`config.mk`:
```
export PLATFORM = sky130hd
export DESIGN_NAME = byte_offset_to_line_utf16_column
export DESIGN_NICKNAME = d
export VERILOG_FILES = /design/src/design/bolc_pkg.sv /design/src/design/byte_offset_to_line_utf16_column.sv /design/src/design/bolc_step.sv
export SDC_FILE = /design/constraint.sdc
export NUM_CORES = 1
export LEC_CHECK = 0
export BUFFER_PORTS_ARGS = -buffer_cell sky130_fd_sc_hd__buf_2
export CAP_MARGIN = 20
export CORE_UTILIZATION = 54
export CTS_CLUSTER_DIAMETER = 60
export DETAILED_ROUTE_END_ITERATION = 10
export PLACE_DENSITY = 0.75
export SYNTH_ARGS = -nofsm -noshare
export SYNTH_HDL_FRONTEND = slang
export SYNTH_HIERARCHICAL = 1
export SYNTH_SLANG_ARGS = --single-unit
```
`constraint.sdc`:
```
create_clock -name i_clk -period 5 [get_ports i_clk]
set_input_delay 0.75 -clock i_clk [delete_from_list [all_inputs] [get_ports i_clk]]
set_output_delay 0.75 -clock i_clk [all_outputs]
set_load 0.05 [all_outputs]
```
`src/design/bolc_pkg.sv`:
```
// ============================================================================
// bolc_pkg
// Types, constants and helpers shared by the byte offset to line and UTF-16
// column block.
// ============================================================================
`default_nettype none

package bolc_pkg;

    localparam int COUNT_WIDTH = 32;
    localparam int OUT_WIDTH   = 32;
    localparam int POS_WIDTH   = 32;

    typedef logic [COUNT_WIDTH-1:0] t_count;
    typedef logic [POS_WIDTH-1:0]   t_pos;

    localparam t_count COUNT_MAX = {COUNT_WIDTH{1'b1}};
    localparam t_pos   POS_MAX   = {POS_WIDTH{1'b1}};
    localparam logic [OUT_WIDTH-1:0] OUT_MAX = {OUT_WIDTH{1'b1}};

    localparam logic [7:0] ASCII_LIMIT  = 8'h80;
    localparam logic [7:0] NEWLINE      = 8'h0A;
    localparam logic [7:0] MASK_LEAD2   = 8'hE0;
    localparam logic [7:0] CODE_LEAD2   = 8'hC0;
    localparam logic [7:0] MASK_LEAD3   = 8'hF0;
    localparam logic [7:0] CODE_LEAD3   = 8'hE0;
    localparam logic [7:0] MASK_LEAD4   = 8'hF8;
    localparam logic [7:0] CODE_LEAD4   = 8'hF0;
    localparam logic [7:0] MASK_CONT    = 8'hC0;
    localparam logic [7:0] CODE_CONT    = 8'h80;

    localparam logic [1:0] SEQ_NONE  = 2'd0;
    localparam logic [1:0] SEQ_TWO   = 2'd1;
    localparam logic [1:0] SEQ_THREE = 2'd2;
    localparam logic [1:0] SEQ_FOUR  = 2'd3;

    typedef struct packed {
        logic [7:0] byte_value;
        logic       byte_present;
        logic       last_byte;
    } t_in_item;

    typedef struct packed {
        logic [OUT_WIDTH-1:0] line_number;
        logic [OUT_WIDTH-1:0] column_units;
    } t_out_item;

    typedef struct packed {
        t_count     line_count;
        t_count     column_count;
        t_pos       byte_position;
        logic [1:0] pending_length;
        logic [1:0] pending_seen;
        logic       pending_astral;
        logic [2:0] pending_lead_bits;
        logic [1:0] pending_counted;
    } t_text_state;

    function automatic logic [OUT_WIDTH-1:0] sat_out(input t_count value);
        logic [63:0] wide;
        wide = 64'(value);
        return (wide > 64'(OUT_MAX)) ? OUT_MAX : wide[OUT_WIDTH-1:0];
    endfunction

endpackage

`default_nettype wire

```
`src/design/byte_offset_to_line_utf16_column.sv`:
```
// A final byte's result is registered in r_out when that byte, held in r_in, advances.
// Throughput: one byte per cycle; the input stalls only while a result is
// waiting and the next final byte would replace it.
// Reset (synchronous, active low) clears the counters, any open sequence,
// the stop offset and both valid flags.
// ============================================================================
// byte_offset_to_line_utf16_column
// Streams UTF-8 text and reports the line and UTF-16 column at a byte offset.
// ============================================================================
`default_nettype none

module byte_offset_to_line_utf16_column (
    input  wire                     i_clk,
    input  wire                     i_rst_n,
    input  wire                     i_in_valid,
    output logic                    o_in_stall,
    input  wire bolc_pkg::t_in_item i_in_data,
    output logic                    o_out_valid,
    input  wire                     i_out_stall,
    output bolc_pkg::t_out_item     o_out_data,
    input  wire                     i_cfg_valid,
    output logic                    o_cfg_ready,
    input  wire bolc_pkg::t_pos     i_cfg_data
);

    bolc_pkg::t_in_item    r_in;
    logic                  r_in_valid;
    bolc_pkg::t_text_state r_state;
    bolc_pkg::t_text_state n_state;
    bolc_pkg::t_pos        r_stop;
    logic                  r_out_valid;
    bolc_pkg::t_out_item   r_out;
    bolc_pkg::t_out_item   n_out;
    logic                  advance;
    logic                  in_take;
    logic                  out_take;

    assign advance    = r_in_valid && !(r_in.last_byte && r_out_valid && i_out_stall);
    assign o_in_stall = r_in_valid && !advance;
    assign in_take    = i_in_valid && !o_in_stall;
    assign out_take   = r_out_valid && !i_out_stall;
    assign o_cfg_ready = 1'b1;
    assign o_out_valid = r_out_valid;
    assign o_out_data  = r_out;

    bolc_step u_step (
        .i_item        (r_in),
        .i_state       (r_state),
        .i_stop_offset (r_stop),
        .o_next        (n_state),
        .o_result      (n_out)
    );

    always_ff @(posedge i_clk) begin
        if (in_take) begin
            r_in <= i_in_data;
        end
        if (advance && r_in.last_byte) begin
            r_out <= n_out;
        end
    end

    always_ff @(posedge i_clk) begin
        if (!i_rst_n) begin
            r_in_valid  <= 1'b0;
            r_state     <= '0;
            r_stop      <= '0;
            r_out_valid <= 1'b0;
        end else begin
            if (in_take) begin
                r_in_valid <= 1'b1;
            end else if (advance) begin
                r_in_valid <= 1'b0;
            end
            if (advance) begin
                r_state <= n_state;
            end
            if (i_cfg_valid && o_cfg_ready) begin
                r_stop <= i_cfg_data;
            end
            if (advance && r_in.last_byte) begin
                r_out_valid <= 1'b1;
            end else if (out_take) begin
                r_out_valid <= 1'b0;
            end
        end
    end

endmodule

`default_nettype wire

```
`src/design/bolc_step.sv`:
```
// ============================================================================
// bolc_step
// Combinational decode of one byte: next text state and the line and column
// result for a final transaction.
// ============================================================================
`default_nettype none

module bolc_step (
    input  wire bolc_pkg::t_in_item    i_item,
    input  wire bolc_pkg::t_text_state i_state,
    input  wire bolc_pkg::t_pos        i_stop_offset,
    output bolc_pkg::t_text_state      o_next,
    output bolc_pkg::t_out_item        o_result
);

    localparam int COUNT_WIDTH_P1 = bolc_pkg::COUNT_WIDTH + 1;

    logic                 below;
    logic                 is_cont;
    logic [7:0]           b;
    logic                 do_fresh;
    logic                 newline;
    logic [2:0]           inc;
    logic [1:0]           seen_inc;
    logic [COUNT_WIDTH_P1-1:0] col_sum;
    bolc_pkg::t_text_state mid;
    bolc_pkg::t_count     col_base;
    bolc_pkg::t_count     col_final;

    assign b       = i_item.byte_value;
    assign below   = i_state.byte_position < i_stop_offset;
    assign is_cont = (b & bolc_pkg::MASK_CONT) == bolc_pkg::CODE_CONT;

    always_comb begin
        mid      = i_state;
        inc      = 3'd0;
        newline  = 1'b0;
        do_fresh = 1'b0;
        seen_inc = i_state.pending_seen + 2'd1;
        if (i_item.byte_present) begin
            if (i_state.pending_length != bolc_pkg::SEQ_NONE) begin
                if (is_cont) begin
                    mid.pending_seen = seen_inc;
                    if (below) begin
                        mid.pending_counted = i_state.pending_counted + 2'd1;
                    end
                    if (i_state.pending_length == bolc_pkg::SEQ_FOUR &&
                        i_state.pending_seen == 2'd0) begin
                        mid.pending_astral = (i_state.pending_lead_bits != 3'd0) ||
                                             (b[5:4] != 2'd0);
                    end
                    if (seen_inc >= i_state.pending_length) begin
                        inc = (i_state.pending_length == bolc_pkg::SEQ_FOUR &&
                               mid.pending_astral) ? 3'd2 : 3'd1;
                        mid.pending_length    = bolc_pkg::SEQ_NONE;
                        mid.pending_seen      = 2'd0;
                        mid.pending_astral    = 1'b0;
                        mid.pending_lead_bits = 3'd0;
                        mid.pending_counted   = 2'd0;
                    end
                end else begin
                    inc = 3'd1 + 3'(i_state.pending_counted);
                    mid.pending_length    = bolc_pkg::SEQ_NONE;
                    mid.pending_seen      = 2'd0;
                    mid.pending_astral    = 1'b0;
                    mid.pending_lead_bits = 3'd0;
                    mid.pending_counted   = 2'd0;
                    do_fresh = below;
                end
            end else begin
                do_fresh = below;
            end

            if (do_fresh) begin
                if (b < bolc_pkg::ASCII_LIMIT) begin
                    if (b == bolc_pkg::NEWLINE) begin
                        newline = 1'b1;
                        inc     = 3'd0;
                    end else begin
                        inc = inc + 3'd1;
                    end
                end else if ((b & bolc_pkg::MASK_LEAD2) == bolc_pkg::CODE_LEAD2) begin
                    mid.pending_length = bolc_pkg::SEQ_TWO;
                end else if ((b & bolc_pkg::MASK_LEAD3) == bolc_pkg::CODE_LEAD3) begin
                    mid.pending_length = bolc_pkg::SEQ_THREE;
                end else if ((b & bolc_pkg::MASK_LEAD4) == bolc_pkg::CODE_LEAD4) begin
                    mid.pending_length    = bolc_pkg::SEQ_FOUR;
                    mid.pending_lead_bits = b[2:0];
                end else begin
                    inc = inc + 3'd1;
                end
            end

            if (i_state.byte_position != bolc_pkg::POS_MAX) begin
                mid.byte_position = i_state.byte_position + 1'b1;
            end
        end

        // A text that ends inside a sequence counts it as a broken one.
        if (i_item.last_byte && mid.pending_length != bolc_pkg::SEQ_NONE) begin
            inc = inc + 3'd1 + 3'(mid.pending_counted);
        end
    end

    assign col_base = newline ? '0 : i_state.column_count;
    assign col_sum  = {1'b0, col_base} + COUNT_WIDTH_P1'(inc);
    assign col_final = col_sum[bolc_pkg::COUNT_WIDTH] ? bolc_pkg::COUNT_MAX :
                       col_sum[bolc_pkg::COUNT_WIDTH-1:0];

    always_comb begin
        o_next              = mid;
        o_next.column_count = col_final;
        if (newline && i_state.line_count != bolc_pkg::COUNT_MAX) begin
            o_next.line_count = i_state.line_count + 1'b1;
        end
        o_result.line_number  = bolc_pkg::sat_out(o_next.line_count);
        o_result.column_units = bolc_pkg::sat_out(col_final);
        if (i_item.last_byte) begin
            o_next = '0;
        end
    end

endmodule

`default_nettype wire

```
## Word level (Yosys, flattened, before mapping)

Cells that the tools add are included.

- Flip-flop bits (word level): 214

- Eq/ne operators: 8
- $lt $le $gt $ge: 3
- Add/sub/neg operators: 9
- Muxes and demuxes: 48
- Reduce and logical (&&, ||, !) cells: 29

Operators with widths:

| kind | number |
|---|---|
| $mux W32 | 4 |
| $mux W106 | 1 |
| $add A32 B1 Y32 const B | 2 |
| $ne A32 B32 Y1 const B | 2 |
| $mux W3 | 17 |
| $mux W42 | 1 |
| $add A32 B3 Y33 | 1 |
| $lt A32 B32 Y1 | 1 |
| $mux W10 | 3 |
| $reduce_bool A2 Y1 | 8 |
| $mux W1 | 15 |
| $mux W2 | 7 |
| $logic_and A1 B1 Y1 | 11 |
| $eq A8 B4 Y1 const B | 1 |
| $lt A8 B8 Y1 const B | 1 |
| $add A3 B1 Y3 const B | 2 |
| $reduce_and A3 Y1 | 2 |
| $eq A5 B5 Y1 const B | 1 |
| $add A2 B1 Y2 const B | 2 |
| $eq A2 B2 Y1 const B | 2 |
| $eq A4 B4 Y1 const B | 1 |
| $logic_not A1 Y1 | 4 |
| $add A1 B2 Y3 const A | 1 |
| $add A3 B2 Y3 | 1 |
| other kinds (6) | 6 |

## Longest topological paths before layout

Gate-level depths: netlist (run 1).

- Depth after elaboration: 25
- Gate-level depth with buffers: 27
- Mapped depth without buffers: 25

## By module

The synthesis (run 1) kept the hierarchy.

By module, submodules not included:

| module | times used | area each (um^2) | cells each |
|---|---|---|---|
| byte_offset_to_line_utf16_column | 1 | 7,732.4 | 650 |
| bolc_step | 1 | 4,316.6 | 685 |

## Worst setup path after synthesis (run 1)

OpenSTA, ideal clock, no wires.

- Kind: register to register
- Start: register r_state[23] in the netlist's numbering
- End: register r_out (netlist bit o_out_data[23]), data pin
- Required time: 4.734 ns
- Buffers on the path: 2
- Arrival: 5.159 ns
- Period minus slack after synthesis: 5.425 ns
- Cell stages (with the launch flop): 24
- Slack: -0.425 ns
- Path through: dfxtp_1 > ha_1 > a21oi_1 > a2bb2oi_1 > o211ai_1 > o31a_1 > nor3_1 > nand2_1 > mux2_2 > ha_1 > inv_1 > fa_1 > mux2_2 > fa_1 > and2_1 > o21a_1 > and3_1 > nand3_1 > nand2b_1 > clkbuf_1 > clkbuf_1 > nand3_1 > o21ai_0 > nor2_1

RTL lines:

| what | line | RTL |
|---|---|---|
| start, declared | byte_offset_to_line_utf16_column.sv:28 | `bolc_pkg::t_text_state r_state;` |
| start signal, assigned | byte_offset_to_line_utf16_column.sv:76 | `r_state <= n_state;` |
| end signal, assigned | byte_offset_to_line_utf16_column.sv:59 | `r_out <= n_out;` |
| end, declared | byte_offset_to_line_utf16_column.sv:32 | `bolc_pkg::t_out_item r_out;` |

==> results of run 1 <==
==> state kept, by name (all words and copies together) (netlist names) <==
signal / flops
o_out_data: 64
o_out_valid: 1
r_in: 10
r_in_valid: 1
r_state: 106
r_stop: 32
==> power breakdown <==
group | switching, mW | leakage [nW] | internal, mW
combinational | 0.221 | 3.38 | 0.108
sequential | 0.0185 | 1.75 | 1.84
clock | 0.698 | 0.374 | 1.04
==> routing by layer <==
layer	track usage, %	wire [um]	up-vias
li1	-	-	4885
met1	29.9	12000	4647
met2	39.4	13100	238
met3	3.04	1310	39
met4	5.95	473	0
met5	0	0	-
==> worst max-delay path, delay by kind of cell (launching register included) <==
kind / cells / cell delay (ns)
simple gates: 10 / 1.76
fa+ha+maj: 4 / 1.27
compound gates: 5 / 0.92
mux: 2 / 0.36
flops: 1 / 0.34
buf+inv: 3 / 0.26
==> per-stage QoR <==
| step | worst slack, ns | total power [mW] | hold slack, ns |
|---|---|---|---|
| floorplan | 0.00990 | 2.13 | 0.430 |
| global placement | -0.132 | 2.21 | 0.439 |
| detailed placement | -0.302 | 2.21 | 0.448 |
| CTS | 0.00686 | 3.95 | 0.396 |
| global route | -0.279 | 4.06 | 0.398 |
| finish | -0.0853 | 3.92 | 0.417 |
==> worst max-delay path by stage <==
stage / slack [ns] / start / endpoint / cells past startpoint
final: -0.09 / r_stop[6] / r_state[52] / 24
after floorplan: 0.01 / r_state[21] / o_out_data[23] / 23
after detailed placement: -0.30 / r_stop[6] / r_state[49] / 24
after global placement: -0.13 / r_stop[31] / r_state[54] / 24
after global routing: -0.28 / r_stop[5] / r_state[63] / 25
after CTS: 0.007 / r_stop[13] / r_state[65] / 25
==> cells in the final DEF, fill, tap and decap left out, types with 7 or more instances in the layout <==
cell       synthesis  layout
ha_4               0       9
and2_1            11       9
nand4_1           28      28
dfxtp_2            0      13
nor2_1            72      69
a21oi_4            0       8
nor2b_1           91      83
buf_4              7      83
nand2_1          264     260
a21oi_2            0      12
edfxtp_1          74      74
and4_1             8       8
xnor2_1           46      44
xor2_1            34      31
clkbuf_16          0      26
or3_1              7       7
a21oi_1           49      29
o21ai_0           14      12
dfxtp_1          140     127
and3_1            36      31
nand3_1           51      47
inv_1             49      43
buf_2             12     111
clkbuf_1          47       7
mux2i_1          141     141
ha_1              42      32
nor3_1            22      18
==> area by class of cell <==
class                   instances  area share (%)
clock buffers                  33            4.54
flip-flops and latches        214            34.4
inverters                      49            1.25
clock inverters                12           0.776
multi-input cells             996            47.6
well taps                     280            2.39
repair buffers                204            9.09
==> repair_timing <==
action | CTS | global route
gates resized for setup | 24 | 98
cloned | 1 | 1
endpoints found under the hold margin | 0 | 0
setup buffers | 3 | 6
pin swaps | 6 | 25
endpoints found under the setup margin | 62 | 47
==> kinds of logic (layout without fill, tap and decap cells) <==
logic type	count (synthesis)	after routing	synth area share [%]
other cells	1	1	0.0311
simple gates	615	615	24.9
fa+ha+maj	44	44	4.69
compound gates	107	107	5.44
flops	214	214	41.7
mux	149	149	12.5
buf+inv	125	298	4.93
xor+xnor	80	80	5.82
==> run_results.csv, run 1 <==
group,metric,value,unit
status,violations,"negative setup slack",
final_layout,multi_input_area,6990,um^2
logic_synthesis,ys_types,63,
pwr,ir_worst_vdd,0.220,mV
worst_setup_path,cp.arrival,5.44,ns
drt,dr.pass1.iters,5,
worst_hold_path,hold-path-endpoint,"r_in[0]",
run,drv_cap,0,
logic_synthesis,async_reset_ff_share,0,%
clock_tree,clk_latency,0.51,ns
logic_synthesis,ys_top_cells_by_count,"nand2_1, mux2i_1, dfxtp_1, nor2b_1, edfxtp_1",
global_route,grt_pass1_wl,42800,um
die,core-area,21800,um^2
logic_synthesis,synth_top_area_share,23.3,%
timing,relSlewSlack,17.7,%
die,chipHeight,151,um
timing,layout_setup_ws,-0.0853,ns
worst_setup_path,worst_r2r_path_depth,24,
logic_synthesis,synth_area_leaders,"dfxtp_1, edfxtp_1, mux2i_1",
die,die_w,151,um
worst_setup_path,slowest_delay,0.46,ns
clock_tree,cts_buffer_depth,3,
drt,drt-total-wl,26900,um
worst_setup_path,critPathMaxFanout,6,
logic_synthesis,yosysTopAreaCell,"dfxtp_1",
worst_setup_path,worstPathCellList,"inv_2 > ha_4 > nand4_1 > or3_1 > a221oi_2 > o31a_1 > nor3_4 > and3b_1 > a21oi_2 > ha_2 > inv_2 > fa_1 > mux2_4 > fa_2 > and2_4 > o21a_1 > and3_4 > nand3_4 > nand2b_4 > buf_12 > a21oi_4 > nor2b_2 > nand2_1 > mux2i_1",
placement,dp.cells,1734,
timing,setup_viol,22,
timing,final-max-slew-violation-count,0,
global_route,antenna_found_initial,0,
die,rows,54,
logic_synthesis,ys_warn_count,6,
logic_synthesis,synth_edf_count,74,
logic_synthesis,synthesis.nets,1426,
timing,setup_tns,-1.01,ns
logic_synthesis,synthMostInstantiatedCell,"nand2_1",
final_layout,finish.utilization,67.2,%
clock_tree,path_clk_slew,0.06,ns
clock_tree,cts_tree,"built",
final_layout,seqCellArea,5040,um^2
die,ios,114,
timing,tightest_slew,1.23,ns
pwr,p_per_area,267,nW/um^2
worst_setup_path,end_kind,"flop",
timing,fin_skew,0.00996,ns
logic_synthesis,syn_area,12000,um^2
drt,wl_per_cell,15.1,um
die,dieArea,22900,um^2
clock_tree,cts-hold-fix-buffers,0,
worst_setup_path,worst_path_most_repeated_cell,"inv_2",
worst_setup_path,reg2reg_slack,-0.09,ns
worst_hold_path,hold_class,"primary input to flop",
clock_tree,htreeDepth,1,
clock_tree,cts_num_sinks,214,
drt,routed_via_density,5.49,
logic_synthesis,postSynthAreaPerCell,9.03,um^2
timing,fmax,197,MHz
global_route,grt_pass1_vias,9118,
status,status,"complete, but fails checks",
global_route,grt_util_all_layers,22.8,%
timing,finalCritPeriodShare,102,%
worst_hold_path,min_path_cells,1,
worst_setup_path,crit-reg2reg-launch,"r_stop[6]",
timing,rsz0062_at_grt,"yes",
placement,placed_area,13200,um^2
final_layout,fin_area,14700,um^2
global_route,grt_max_degree,155,
worst_setup_path,worstReg2RegEnd,"r_state[52]",
final_layout,drive_gt1_share,23.2,%
final_layout,syn2layout_area_growth,21.8,%
drt,drc_errors,0,
worst_setup_path,crit_required,5.35,ns
clock_tree,numCtsBuffers,25,
logic_synthesis,yosysSeqAreaShare,41.7,%
worst_hold_path,min_from,"i_in_data[0]",
placement,hpwl,17400,um
timing,finalHoldViolations,0,
final_layout,nNetsFinal,1581,
logic_synthesis,ys_ff_latch,214,
timing,period_minus_slack,5.09,ns
logic_synthesis,synthCells,1335,
die,start_util,55.2,%
final_layout,final_cells,1788,
logic_synthesis,synth_ff_type,"dfxtp_1",
drt,postRouteAntennaNets,0,
worst_setup_path,critPathLaunchType,"flop",
pwr,p_leak,5.51,nW
worst_setup_path,crit_type,"flop to flop",
global_route,grt_overflow,0,
worst_setup_path,crit_slowest_cell,"fa_1",
drt,first_iter_violations,556,
drt,via_count,9809,
placement,numPortBuffers,112,
placement,gp_congestion,0.865,
clock_tree,cts_root_buf,"clkbuf_16",
final_layout,nFillCells,1710,
final_layout,n_antenna_cell,0,
No activity file was read; power rests on OpenSTA's default activity.
==> run 2, diff against run 1 <==
- CORE_UTILIZATION: 54 -> 56
- CTS_BUF_LIST: unset -> sky130_fd_sc_hd__clkbuf_8
- PLACE_DENSITY: 0.75 -> 0.77
==> run_results.csv, run 2 (same netlist as run 1, synthesis figures left out) <==
group,metric,value,unit
die,dieArea,22100,um^2
clock_tree,numCtsBuffers,37,
global_route,grt_max_degree,163,
final_layout,nNetsFinal,1608,
final_layout,final_cells,1819,
placement,hpwl,17200,um
drt,drt-total-wl,26900,um
global_route,grt_overflow,0,
final_layout,n_antenna_cell,0,
placement,dp.cells,1740,
drt,wl_per_cell,14.8,um
drt,via_count,9932,
status,status,"complete, but fails checks",
clock_tree,cts_num_sinks,214,
drt,postRouteAntennaNets,0,
global_route,grt_pass1_wl,43300,um
final_layout,nFillCells,1612,
placement,dpl_worst_slack,-0.282,ns
drt,drc_errors,0,
clock_tree,cts-hold-fix-buffers,0,
timing,finalCritPeriodShare,100,%
worst_setup_path,cp.arrival,5.47,ns
worst_setup_path,critPathMaxFanout,4,
timing,relSlewSlack,32.3,%
placement,gp_congestion,0.877,
worst_setup_path,critPathLaunchType,"flop",
timing,setup_viol,1,
clock_tree,clk_latency,0.54,ns
global_route,grt_pass1_vias,9502,
clock_tree,path_clk_slew,0.06,ns
global_route,grt_util_all_layers,23.9,%
final_layout,syn2layout_area_growth,20.5,%
final_layout,drive_gt1_share,23.1,%
worst_hold_path,hold_class,"primary input to flop",
final_layout,largest_reg_flops,106,
final_layout,final_common_cell,"nand2_1",
pwr,ir_worst_vdd,0.196,mV
worst_setup_path,end_kind,"flop",
final_layout,layout_common_cells,"nand2_1, mux2i_1, dfxtp_1",
run,drv_cap,0,
timing,rsz0062_at_grt,"yes",
die,start_util,57.1,%
clock_tree,cts_root_buf,"clkbuf_8",
timing,fmax,200,MHz
timing,whs,0.403,ns
clock_tree,cts_tree,"built",
die,chipHeight,149,um
worst_setup_path,crit_type,"flop to flop",
timing,finalHoldViolations,0,
status,violations,"negative setup slack",
clock_tree,cts_buffer_depth,3,
die,ios,114,
pwr,p_per_area,255,nW/um^2
global_route,antenna_found_initial,0,
drt,routed_via_density,5.46,
clock_tree,htreeDepth,2,
timing,period_minus_slack,5.01,ns
timing,final-max-slew-violation-count,0,
drt,first_iter_violations,494,
die,core-area,21100,um^2
die,rows,53,
worst_setup_path,crit_required,5.46,ns
timing,layout_setup_ws,-0.00845,ns
placement,numPortBuffers,112,
final_layout,regMostFlops,"r_state",
pwr,p_leak,5.60,nW
timing,tightest_slew,1.02,ns
die,die_w,149,um
timing,fin_skew,0.0348,ns
drt,dr.pass1.iters,5,
-- run 2: changes by cell type in the layout (fill, tap and decap cells not counted), moves of 8 or more --
| cell | delta |
|---|---|
| clkbuf_8 | +43 |
| clkbuf_16 | -26 |
| buf_4 | +17 |
| inv_1 | +14 |
| a21oi_1 | +13 |
| a21oi_4 | -8 |
-- run 2: path summary, 6_finish.rpt --
path	start	endpoint	slack, ns	depth (start not counted)
max	r_stop[7]	r_state[68]	-0.008	25
min	i_in_data[8]	r_in[8]	0.40	1
max reg2reg	r_stop[7]	r_state[68]	-0.008	25
min reg2reg	r_state[42]	r_state[42]	0.46	2
-- run 2: what timing repair did --
item,4_1_cts,5_1_grt
resized for setup,14,66
setup endpoints to repair,53,63
buffers inserted,4,9
pin swaps,11,38
-- run 2: area by class of cell --
| class | instances | area, um^2 | share of cell area, % |
|---|---|---|---|
| flip-flops and latches | 214 | 5040 | 34.7 |
| clock inverters | 22 | 90.1 | 0.621 |
| well taps | 275 | 344 | 2.37 |
| repair buffers | 219 | 1440 | 9.91 |
| multi-input cells | 996 | 6810 | 46.9 |
| clock buffers | 44 | 606 | 4.17 |
| inverters | 49 | 184 | 1.27 |
-- run 2: power by group --
| part | total [mW] | internal (mW) | switching (mW) | leakage [nW] |
|---|---|---|---|---|
| registers | 1.86 | 1.84 | 0.0185 | 1.75 |
| clock network | 1.50 | 0.795 | 0.703 | 0.417 |
| logic | 0.342 | 0.117 | 0.225 | 3.43 |
| total | 3.70 | 2.75 | 0.946 | 5.60 |
-- run 2: through the flow --
stage	TNS, ns	power [mW]	cell area, um^2	utilization (%)
2_1_floorplan	0	2.13	12100	-
4_1_cts	-0.0736	3.72	14100	67.0
5_1_grt	-4.55	3.84	14500	68.8
3_5_place_dp	-4.13	2.22	13300	63.2
3_3_place_gp	-0.574	2.21	13300	63.2
6_report	-0.00845	3.70	14500	68.8
-- run 2: critical path: stages, from the launching register on --
cell,delay [ns]
dfxtp_2,0.33
inv_1,0.06
ha_4,0.26
nand4_1,0.12
or3_4,0.43
a221oi_4,0.20
o31a_1,0.27
nor3_4,0.08
nand2_2,0.11
mux2_4,0.33
ha_4,0.16
inv_2,0.05
fa_2,0.41
mux2_4,0.30
fa_2,0.37
and2_4,0.15
o21a_1,0.17
and3_4,0.19
nand3_2,0.08
buf_6,0.11
nor2_4,0.04
xnor2_2,0.14
a21oi_2,0.21
nor2b_1,0.16
nand2_1,0.07
mux2i_1,0.15
-- run 2: metal layers --
metal  track usage (%)  part of all wire (%)  up-vias
met4              8.97                   2.7        0
li1                  -                     -     4934
met5                 0                     0        -
met3              4.29                   5.5       73
met2              42.1                    49      291
met1              29.0                    43     4634
